### src/hw/rtl/cis_pkg.sv
// Shared types, widths and the reciprocal table of the controller input smoother.
package cis_pkg;

    // Field widths fixed by the report and result formats.
    localparam int SAMPLE_W    = 16;
    localparam int AXIS_FIELDS = 4;
    localparam int BTN_FIELDS  = 5;
    localparam int CNT_W       = 3;
    localparam int REL_W       = 16;

    // Default configuration of the top level.
    localparam int WINDOW_DEF      = 5;
    localparam int NUM_AXES_DEF    = 4;
    localparam int NUM_BUTTONS_DEF = 5;

    // Reciprocal scaling: floor(x * ceil(2^K / n) / 2^K) equals floor(x / n)
    // for x below 2^20 and n up to 16, which covers every window sum magnitude.
    localparam int RECIP_K = 25;
    localparam int RECIP_W = 26;
    localparam int FILL_IDX_W = 5;
    localparam int QUO_W   = 17;

    // Sequencer states of the top level.
    typedef enum logic [1:0] {
        ST_IDLE,
        ST_SUM,
        ST_MUL,
        ST_LOAD
    } t_state;

    // Step strobes sent from the sequencer to every axis lane.
    typedef struct packed {
        logic start;
        logic sum_en;
        logic mul_en;
    } t_lane_ctl;

    // Rounded-up reciprocal of a fill count; an empty window maps to zero.
    function automatic logic [RECIP_W-1:0] recip(input logic [FILL_IDX_W-1:0] n);
        logic [RECIP_W-1:0] r;
        unique case (n)
            5'd1:    r = 26'd33554432;
            5'd2:    r = 26'd16777216;
            5'd3:    r = 26'd11184811;
            5'd4:    r = 26'd8388608;
            5'd5:    r = 26'd6710887;
            5'd6:    r = 26'd5592406;
            5'd7:    r = 26'd4793491;
            5'd8:    r = 26'd4194304;
            5'd9:    r = 26'd3728271;
            5'd10:   r = 26'd3355444;
            5'd11:   r = 26'd3050403;
            5'd12:   r = 26'd2796203;
            5'd13:   r = 26'd2581111;
            5'd14:   r = 26'd2396746;
            5'd15:   r = 26'd2236963;
            5'd16:   r = 26'd2097152;
            default: r = '0;
        endcase
        return r;
    endfunction

endpackage

### src/hw/rtl/controller_input_smoother.sv
// Top level of the controller input smoother: sequencer, lanes and result register.
//
//   channel   direction  handshake           fields
//   report    in         i_valid / o_stall   i_axis_0..3, i_axis_count, i_button_bits,
//                                            i_button_count
//   result    out        o_valid / i_stall   o_mean_0..3, o_held_mask, o_releases_0..4
//
// The accepting edge reads the window; the running-sum update, the reciprocal
// multiply and the result load follow in that order, each a sequencer state.
// The next report is accepted at the edge after the load, so no report is
// taken while the previous one is still in work.
// Reset clears fill counts, write pointers, sums and button state at once.
// A result that waits on i_stall holds the next report's result in the load
// step, and o_stall stays high until it is taken.
module controller_input_smoother #(
    parameter int WINDOW      = cis_pkg::WINDOW_DEF,
    parameter int NUM_AXES    = cis_pkg::NUM_AXES_DEF,
    parameter int NUM_BUTTONS = cis_pkg::NUM_BUTTONS_DEF
) (
    input  logic                                i_clk,
    input  logic                                i_rst_n,
    input  logic                                i_valid,
    output logic                                o_stall,
    input  logic signed [cis_pkg::SAMPLE_W-1:0] i_axis_0,
    input  logic signed [cis_pkg::SAMPLE_W-1:0] i_axis_1,
    input  logic signed [cis_pkg::SAMPLE_W-1:0] i_axis_2,
    input  logic signed [cis_pkg::SAMPLE_W-1:0] i_axis_3,
    input  logic [cis_pkg::CNT_W-1:0]           i_axis_count,
    input  logic [cis_pkg::BTN_FIELDS-1:0]      i_button_bits,
    input  logic [cis_pkg::CNT_W-1:0]           i_button_count,
    output logic                                o_valid,
    input  logic                                i_stall,
    output logic signed [cis_pkg::SAMPLE_W-1:0] o_mean_0,
    output logic signed [cis_pkg::SAMPLE_W-1:0] o_mean_1,
    output logic signed [cis_pkg::SAMPLE_W-1:0] o_mean_2,
    output logic signed [cis_pkg::SAMPLE_W-1:0] o_mean_3,
    output logic [cis_pkg::BTN_FIELDS-1:0]      o_held_mask,
    output logic [cis_pkg::REL_W-1:0]           o_releases_0,
    output logic [cis_pkg::REL_W-1:0]           o_releases_1,
    output logic [cis_pkg::REL_W-1:0]           o_releases_2,
    output logic [cis_pkg::REL_W-1:0]           o_releases_3,
    output logic [cis_pkg::REL_W-1:0]           o_releases_4
);
    import cis_pkg::*;

    t_state    r_state;
    t_state    n_state;
    t_lane_ctl lane_ctl;

    logic in_acc;
    logic out_take;
    logic load;

    logic signed [SAMPLE_W-1:0] w_axis [AXIS_FIELDS];
    logic signed [SAMPLE_W-1:0] w_mean [AXIS_FIELDS];
    logic [BTN_FIELDS-1:0]              w_held;
    logic [BTN_FIELDS-1:0][REL_W-1:0]   w_rel;

    logic                               r_out_valid;
    logic signed [SAMPLE_W-1:0]         r_mean [AXIS_FIELDS];
    logic [BTN_FIELDS-1:0]              r_held;
    logic [BTN_FIELDS-1:0][REL_W-1:0]   r_rel;

    // Handshake terms.
    assign o_stall  = (r_state != ST_IDLE);
    assign in_acc   = i_valid && !o_stall;
    assign out_take = r_out_valid && !i_stall;
    assign load     = (r_state == ST_LOAD) && (!r_out_valid || !i_stall);

    // Sequencer state register.
    always_ff @(posedge i_clk) begin
        if (!i_rst_n) begin
            r_state <= ST_IDLE;
        end else begin
            r_state <= n_state;
        end
    end

    // Next state.
    always_comb begin
        n_state = r_state;
        unique case (r_state)
            ST_IDLE: if (in_acc) n_state = ST_SUM;
            ST_SUM:  n_state = ST_MUL;
            ST_MUL:  n_state = ST_LOAD;
            ST_LOAD: if (load) n_state = ST_IDLE;
            default: n_state = ST_IDLE;
        endcase
    end

    // Step strobes for the lanes.
    always_comb begin
        lane_ctl.start  = in_acc;
        lane_ctl.sum_en = (r_state == ST_SUM);
        lane_ctl.mul_en = (r_state == ST_MUL);
    end

    assign w_axis[0] = i_axis_0;
    assign w_axis[1] = i_axis_1;
    assign w_axis[2] = i_axis_2;
    assign w_axis[3] = i_axis_3;

    // Axis lanes; fields past NUM_AXES read as zero.
    for (genvar k = 0; k < AXIS_FIELDS; k++) begin : g_axis
        if (k < NUM_AXES) begin : g_lane
            cis_axis_lane #(
                .WINDOW (WINDOW),
                .LANE   (k)
            ) u_lane (
                .i_clk        (i_clk),
                .i_rst_n      (i_rst_n),
                .i_ctl        (lane_ctl),
                .i_sample     (w_axis[k]),
                .i_axis_count (i_axis_count),
                .o_mean       (w_mean[k])
            );
        end else begin : g_none
            assign w_mean[k] = '0;
        end
    end

    cis_buttons #(
        .NUM_BUTTONS (NUM_BUTTONS)
    ) u_buttons (
        .i_clk      (i_clk),
        .i_rst_n    (i_rst_n),
        .i_start    (in_acc),
        .i_bits     (i_button_bits),
        .i_count    (i_button_count),
        .o_held     (w_held),
        .o_releases (w_rel)
    );

    // Result register valid flag.
    always_ff @(posedge i_clk) begin
        if (!i_rst_n) begin
            r_out_valid <= 1'b0;
        end else if (load) begin
            r_out_valid <= 1'b1;
        end else if (out_take) begin
            r_out_valid <= 1'b0;
        end
    end

    // Merge the lane results into the result register.
    always_ff @(posedge i_clk) begin
        if (load) begin
            for (int k = 0; k < AXIS_FIELDS; k++) begin
                r_mean[k] <= w_mean[k];
            end
            r_held <= w_held;
            r_rel  <= w_rel;
        end
    end

    assign o_valid      = r_out_valid;
    assign o_mean_0     = r_mean[0];
    assign o_mean_1     = r_mean[1];
    assign o_mean_2     = r_mean[2];
    assign o_mean_3     = r_mean[3];
    assign o_held_mask  = r_held;
    assign o_releases_0 = r_rel[0];
    assign o_releases_1 = r_rel[1];
    assign o_releases_2 = r_rel[2];
    assign o_releases_3 = r_rel[3];
    assign o_releases_4 = r_rel[4];

endmodule

### src/hw/rtl/cis_axis_lane.sv
// One axis lane: sample window memory, running sum and reciprocal-multiply mean.
module cis_axis_lane #(
    parameter int WINDOW = cis_pkg::WINDOW_DEF,
    parameter int LANE   = 0
) (
    input  logic                                 i_clk,
    input  logic                                 i_rst_n,
    input  cis_pkg::t_lane_ctl                   i_ctl,
    input  logic signed [cis_pkg::SAMPLE_W-1:0]  i_sample,
    input  logic [cis_pkg::CNT_W-1:0]            i_axis_count,
    output logic signed [cis_pkg::SAMPLE_W-1:0]  o_mean
);
    import cis_pkg::*;

    localparam int SLOT_W = (WINDOW > 1) ? $clog2(WINDOW) : 1;
    localparam int FILL_W = $clog2(WINDOW + 1);
    localparam int SUM_W  = SAMPLE_W + $clog2(WINDOW);
    localparam int PROD_W = SUM_W + RECIP_W;

    logic signed [SAMPLE_W-1:0] mem [WINDOW];

    logic [SLOT_W-1:0]          r_slot;
    logic [FILL_W-1:0]          r_fill;
    logic signed [SUM_W-1:0]    r_sum;
    logic signed [SUM_W-1:0]    n_sum;
    logic signed [SAMPLE_W-1:0] r_new;
    logic signed [SAMPLE_W-1:0] r_old;
    logic                       r_act;
    logic                       r_full;
    logic [PROD_W-1:0]          r_prod;
    logic                       r_neg;

    logic                       active;
    logic signed [SUM_W:0]      sum_wide;
    logic [SUM_W-1:0]           mag;
    logic [RECIP_W-1:0]         rc;
    logic [QUO_W-1:0]           quo;
    logic [QUO_W-1:0]           quo_neg;

    // The lane takes part when its index lies below the report's axis count.
    assign active = i_axis_count > CNT_W'(LANE);

    // Window memory: the old sample is read before the new one replaces it.
    always_ff @(posedge i_clk) begin
        if (i_ctl.start) begin
            r_old <= mem[r_slot];
            if (active) begin
                mem[r_slot] <= i_sample;
            end
        end
    end

    // Write pointer, fill count and running sum.
    always_ff @(posedge i_clk) begin
        if (!i_rst_n) begin
            r_slot <= '0;
            r_fill <= '0;
            r_sum  <= '0;
        end else begin
            if (i_ctl.start && active) begin
                r_slot <= (r_slot == SLOT_W'(WINDOW - 1)) ? '0 : r_slot + 1'b1;
                if (r_fill != FILL_W'(WINDOW)) begin
                    r_fill <= r_fill + 1'b1;
                end
            end
            if (i_ctl.sum_en && r_act) begin
                r_sum <= n_sum;
            end
        end
    end

    // Beat payload held for the sum step.
    always_ff @(posedge i_clk) begin
        if (i_ctl.start) begin
            r_new  <= i_sample;
            r_act  <= active;
            r_full <= (r_fill == FILL_W'(WINDOW));
        end
    end

    // New sample in, oldest sample out once the window is full.
    always_comb begin
        sum_wide = (SUM_W + 1)'(r_sum) + (SUM_W + 1)'(r_new)
                 - (r_full ? (SUM_W + 1)'(r_old) : '0);
        n_sum    = SUM_W'(sum_wide);
    end

    // Magnitude times the reciprocal of the fill count.
    assign mag = r_sum[SUM_W-1] ? SUM_W'(-r_sum) : SUM_W'(r_sum);
    assign rc  = recip(FILL_IDX_W'(r_fill));

    always_ff @(posedge i_clk) begin
        if (i_ctl.mul_en) begin
            r_prod <= PROD_W'(mag) * PROD_W'(rc);
            r_neg  <= r_sum[SUM_W-1];
        end
    end

    // Quotient truncated toward zero, sign restored.
    assign quo     = r_prod[RECIP_K +: QUO_W];
    assign quo_neg = QUO_W'(0) - quo;
    assign o_mean  = r_neg ? SAMPLE_W'(quo_neg) : SAMPLE_W'(quo);

endmodule

### src/hw/rtl/cis_buttons.sv
// Button lanes: edge detection, held flags and wrapping release counters.
module cis_buttons #(
    parameter int NUM_BUTTONS = cis_pkg::NUM_BUTTONS_DEF
) (
    input  logic                                               i_clk,
    input  logic                                               i_rst_n,
    input  logic                                               i_start,
    input  logic [cis_pkg::BTN_FIELDS-1:0]                     i_bits,
    input  logic [cis_pkg::CNT_W-1:0]                          i_count,
    output logic [cis_pkg::BTN_FIELDS-1:0]                     o_held,
    output logic [cis_pkg::BTN_FIELDS-1:0][cis_pkg::REL_W-1:0] o_releases
);
    import cis_pkg::*;

    for (genvar b = 0; b < BTN_FIELDS; b++) begin : g_btn
        if (b < NUM_BUTTONS) begin : g_used
            logic             valid_b;
            logic             rise;
            logic             fall;
            logic             r_last;
            logic             r_held;
            logic [REL_W-1:0] r_rel;

            // Edges are judged only for buttons inside the report's count.
            assign valid_b = i_count > CNT_W'(b);
            assign rise    = valid_b && !r_last && i_bits[b];
            assign fall    = valid_b && r_last && !i_bits[b];

            always_ff @(posedge i_clk) begin
                if (!i_rst_n) begin
                    r_last <= 1'b0;
                    r_held <= 1'b0;
                    r_rel  <= '0;
                end else if (i_start) begin
                    if (valid_b) begin
                        r_last <= i_bits[b];
                    end
                    if (rise) begin
                        r_held <= 1'b1;
                    end else if (fall) begin
                        r_held <= 1'b0;
                        r_rel  <= r_rel + 1'b1;
                    end
                end
            end

            assign o_held[b]     = r_held;
            assign o_releases[b] = r_rel;
        end else begin : g_unused
            assign o_held[b]     = 1'b0;
            assign o_releases[b] = '0;
        end
    end

endmodule

### config.mk
export PLATFORM = sky130hd
export DESIGN_NAME = controller_input_smoother
export DESIGN_NICKNAME = d
export VERILOG_FILES = /design/src/hw/rtl/cis_pkg.sv /design/src/hw/rtl/controller_input_smoother.sv /design/src/hw/rtl/cis_axis_lane.sv /design/src/hw/rtl/cis_buttons.sv
export SDC_FILE = /design/constraint.sdc
export NUM_CORES = 2
export LEC_CHECK = 0
export BUFFER_PORTS_ARGS = -buffer_cell sky130_fd_sc_hd__buf_2
export CAP_MARGIN = 20
export CORE_ASPECT_RATIO = 2
export CORE_UTILIZATION = 55
export DETAILED_ROUTE_END_ITERATION = 8
export HOLD_SLACK_MARGIN = 0.1
export PLACE_DENSITY = 0.72
export SYNTH_ARGS = -nofsm -noshare
export SYNTH_HDL_FRONTEND = slang
export SYNTH_SLANG_ARGS = --single-unit
### constraint.sdc
create_clock -name i_clk -period 22.3 [get_ports i_clk]
set_input_delay 4.46 -clock i_clk [delete_from_list [all_inputs] [get_ports i_clk]]
set_output_delay 4.46 -clock i_clk [all_outputs]
set_load 0.02 [all_outputs]
==> qor.json <==
{
  "status": {
    "run_status": "finished clean"
  },
  "layout": {
    "finish.net_count": 10800,
    "post_route_cell_area_sq_mm": 0.0942,
    "area_growth_syn_to_layout_pct": 7.81,
    "drive_gt1_share_pct": 6.13,
    "most_frequent_cells_in_the_layout": "inv_1, fa_1, nand2_1, edfxtp_1, nor2_1",
    "fillCellCount": 13400,
    "final_common_cell": "inv_1",
    "register_cell_area_after_layout_sq_mm": 0.0241,
    "multiInputGateArea_sq_mm": 0.0547,
    "layoutNonFillerInstCount": 10900
  },
  "global_route": {
    "grt_start_max_net_pins": 118,
    "grt_antenna_before_repair": 33,
    "globalRouteTotalUtil_pct": 35.8,
    "grt_remaining_overflow": 0,
    "grt_first_pass_wirelength_microns": 412000,
    "first_global_vias": 66300
  },
  "yosys": {
    "synth.yosys.seq_area_share_pct": 27.6,
    "synth-edff-count": 673,
    "synthesis.area_per_instance_sq_um": 10.3,
    "syn-cell-area_sq_mm": 0.0874,
    "ys_ff_latch": 866,
    "synth_top_area_share_pct": 33.2,
    "netlist_instances": 8465,
    "total_number_of_yosys_warnings": 0,
    "ys_top_cells_by_area": "fa_1, edfxtp_1, inv_1",
    "ys.flop_type": "edfxtp_1",
    "netlist-cell-type-count": 81,
    "synthArstFlopShare_pct": 0,
    "synth.largest_area_cell": "fa_1",
    "postSynthNetCount": 10600
  },
  "sta": {
    "timing.clock.skew_ns": 0.0443,
    "setup_violations": 0,
    "slew_headroom_pct": 16.9,
    "layout_worst_path_cycle_share_pct": 42.1,
    "final.setup.tns_ns": 0,
    "rsz0062_at_grt": "no",
    "fmax_mhz": 106,
    "slew_viol_final": 0,
    "timing_worst_slew_pin_value_ns": 1.24,
    "hold_vio_cnt_final": 0,
    "period_needed_ns": 9.40
  },
  "worst_setup_path": {
    "reg2reg_setup_slack_ns": 12.91,
    "setup.worst_path.end_class": "register",
    "timing.critical_path.arrival_ns": 9.81,
    "crit_top_cell": "fa_1",
    "delay_of_the_slowest_cell_on_the_worst_path_ns": 0.91,
    "rr_endpoint": "g_axis[0].g_lane.u_lane.r_prod[40]",
    "crit_type": "register to register",
    "worstReg2RegStart": "g_axis[0].g_lane.u_lane.r_fill[2]",
    "critical_path.max_fanout": 17,
    "timing.critical_path.from_type": "register",
    "r2r.worst_path.cells": 28,
    "worst-endpoint-required_ns": 22.72,
    "critPathSlowestCell": "o22ai_1"
  },
  "clock_network": {
    "cts-hold-fix-buffers": 0,
    "cts_setup_buffers": 0,
    "cts.sinks": 866,
    "cts.reportedPaths.clkPinSlew_ns": 0.07,
    "ctsResizeCount": 0,
    "h-tree-depth": 3,
    "clock_latency_of_the_later_clocked_register_in_the_worst_skew_pair_ns": 0.72,
    "tritoncts": "done",
    "clock_tree.root_cell": "clkbuf_16",
    "cts.path.max_buffers": 3,
    "cts_made_buffers": 78
  },
  "floorplanning": {
    "pin_count": 230,
    "core.rowCount": 206,
    "fp.dieW_microns": 284,
    "core_area_sq_mm": 0.157,
    "initial_core_util_pct": 55.5,
    "floorplan.die.height_microns": 566,
    "dieArea_sq_mm": 0.161
  },
  "pwr": {
    "power_density_mw_per_mm2": 74.5,
    "report.power.total_mw": 7.02,
    "p_leak_nw": 45.6,
    "irDropWorstVdd_mv": 0.0904
  },
  "detailed_routing": {
    "routed_wire_length_per_instance_microns": 26.0,
    "firstDrtPassIters": 7,
    "avgViaCountPerCell": 5.54,
    "first_drt_iteration_drcs": 3356,
    "routed-via-count": 60100,
    "ant_nets": 0,
    "detailed_route_wl_microns": 282000,
    "drc_errors": 0
  },
  "hold_path": {
    "worst_min_delay_path_endpoint": "o_releases_3[12]",
    "holdCritPathClass": "register to register",
    "hold_start": "u_buttons.g_btn[3].g_used.r_rel[12]",
    "hold-path-cell-count": 0
  },
  "place": {
    "placed_cell_area_sq_mm": 0.0913,
    "dp_hpwl_microns": 241000,
    "cell_total_after_placement": 10700,
    "place.port_buffers": 229,
    "place.gp.congestion": 1.07
  },
  "job": {
    "count_of_maximum_capacitance_violations": 0
  }
}
## layout make-up
class	instances	area share (%)
diodes	15	0.0399
clock buffers	95	2.23
clock inverters	49	0.681
inverters	2146	8.55
multi-input cells	5276	58.1
flip-flops and latches	866	25.6
well taps	2080	2.76
repair buffers	333	2.11
## stage by stage
stage	hold slack [ns]	setup slack [ns]	utilization (%)
final	0.447	12.91	59.8
after global routing	0.468	12.65	59.8
after CTS	0.448	13.17	59.7
after detailed placement	0.432	13.18	58.0
after global placement	0.418	13.28	58.0
after floorplan	0.408	6.20	-
## critical path, delay by kind of cell, from the launching register on
kind            cells  cell delay [ns]
fa+ha+maj           8             3.74
buf+inv             5             0.39
flops               1             0.63
compound gates      8             2.69
xor+xnor            1             0.08
simple gates        6             1.56
## registers in the layout, summed over array words and instances (netlist names), 64 cells and up
register	cells
g_axis.g_lane.u_lane.r_old	64
g_axis.g_lane.u_lane.r_new	64
g_axis.g_lane.u_lane.r_sum	76
g_axis.g_lane.u_lane.mem	320
u_buttons.g_btn.g_used.r_rel	80
r_mean	64
g_axis.g_lane.u_lane.r_prod	64
## where the power goes
group	switching, mW	internal (mW)
sequential	0.194	2.04
clock	0.663	0.792
combinational	2.16	1.17
## cells in the mapped netlist (all sizes together), types with 33 or more instances
library cell     n
a21boi          35
a21o            69
a21oi          169
a22oi           55
and2           217
and3            42
clkbuf         173
dfxtp          193
edfxtp         673
fa            1450
ha             559
inv           2139
mux2i           71
nand2          742
nand2b          34
nand3           99
nand4           33
nor2           611
nor2b           48
nor3            57
o21ai          242
o31ai           39
or3             35
xnor2          320
xor2            83
## worst max path at each step
stage | startpoint | cells after the start | to | slack [ns]
2_1_floorplan | i_stall | 1 | o_held_mask[0] | 6.20
3_3_place_gp | g_axis[0].g_lane.u_lane.r_fill[2] | 28 | g_axis[0].g_lane.u_lane.r_prod[40] | 13.28
3_5_place_dp | g_axis[0].g_lane.u_lane.r_fill[2] | 28 | g_axis[0].g_lane.u_lane.r_prod[40] | 13.18
4_1_cts | g_axis[0].g_lane.u_lane.r_fill[2] | 28 | g_axis[0].g_lane.u_lane.r_prod[40] | 13.17
5_1_grt | g_axis[0].g_lane.u_lane.r_fill[2] | 28 | g_axis[0].g_lane.u_lane.r_prod[40] | 12.65
6_report | g_axis[0].g_lane.u_lane.r_fill[2] | 28 | g_axis[0].g_lane.u_lane.r_prod[40] | 12.91
## per-layer routing
layer	vias to the layer above	share of wire (%)	global-route usage, %
li1	26600	-	-
met4	14	11	32.9
met2	2134	53	67.3
met3	968	4.7	4.63
met1	30400	31	33.4
met5	-	0.033	0
## logic make-up after synthesis
| family | count (synthesis) | synth area share [%] |
|---|---|---|
| AO/OA/AOI/OAI | 764 | 5.50 |
| XOR/XNOR | 403 | 4.04 |
| adder cells (fa/ha/maj) | 2010 | 41.2 |
| buffers and inverters | 2323 | 9.99 |
| flip-flops | 866 | 27.6 |
| multiplexers | 95 | 1.28 |
| AND/OR/NAND/NOR | 2004 | 10.4 |
No activity file was read; power rests on OpenSTA's default activity.
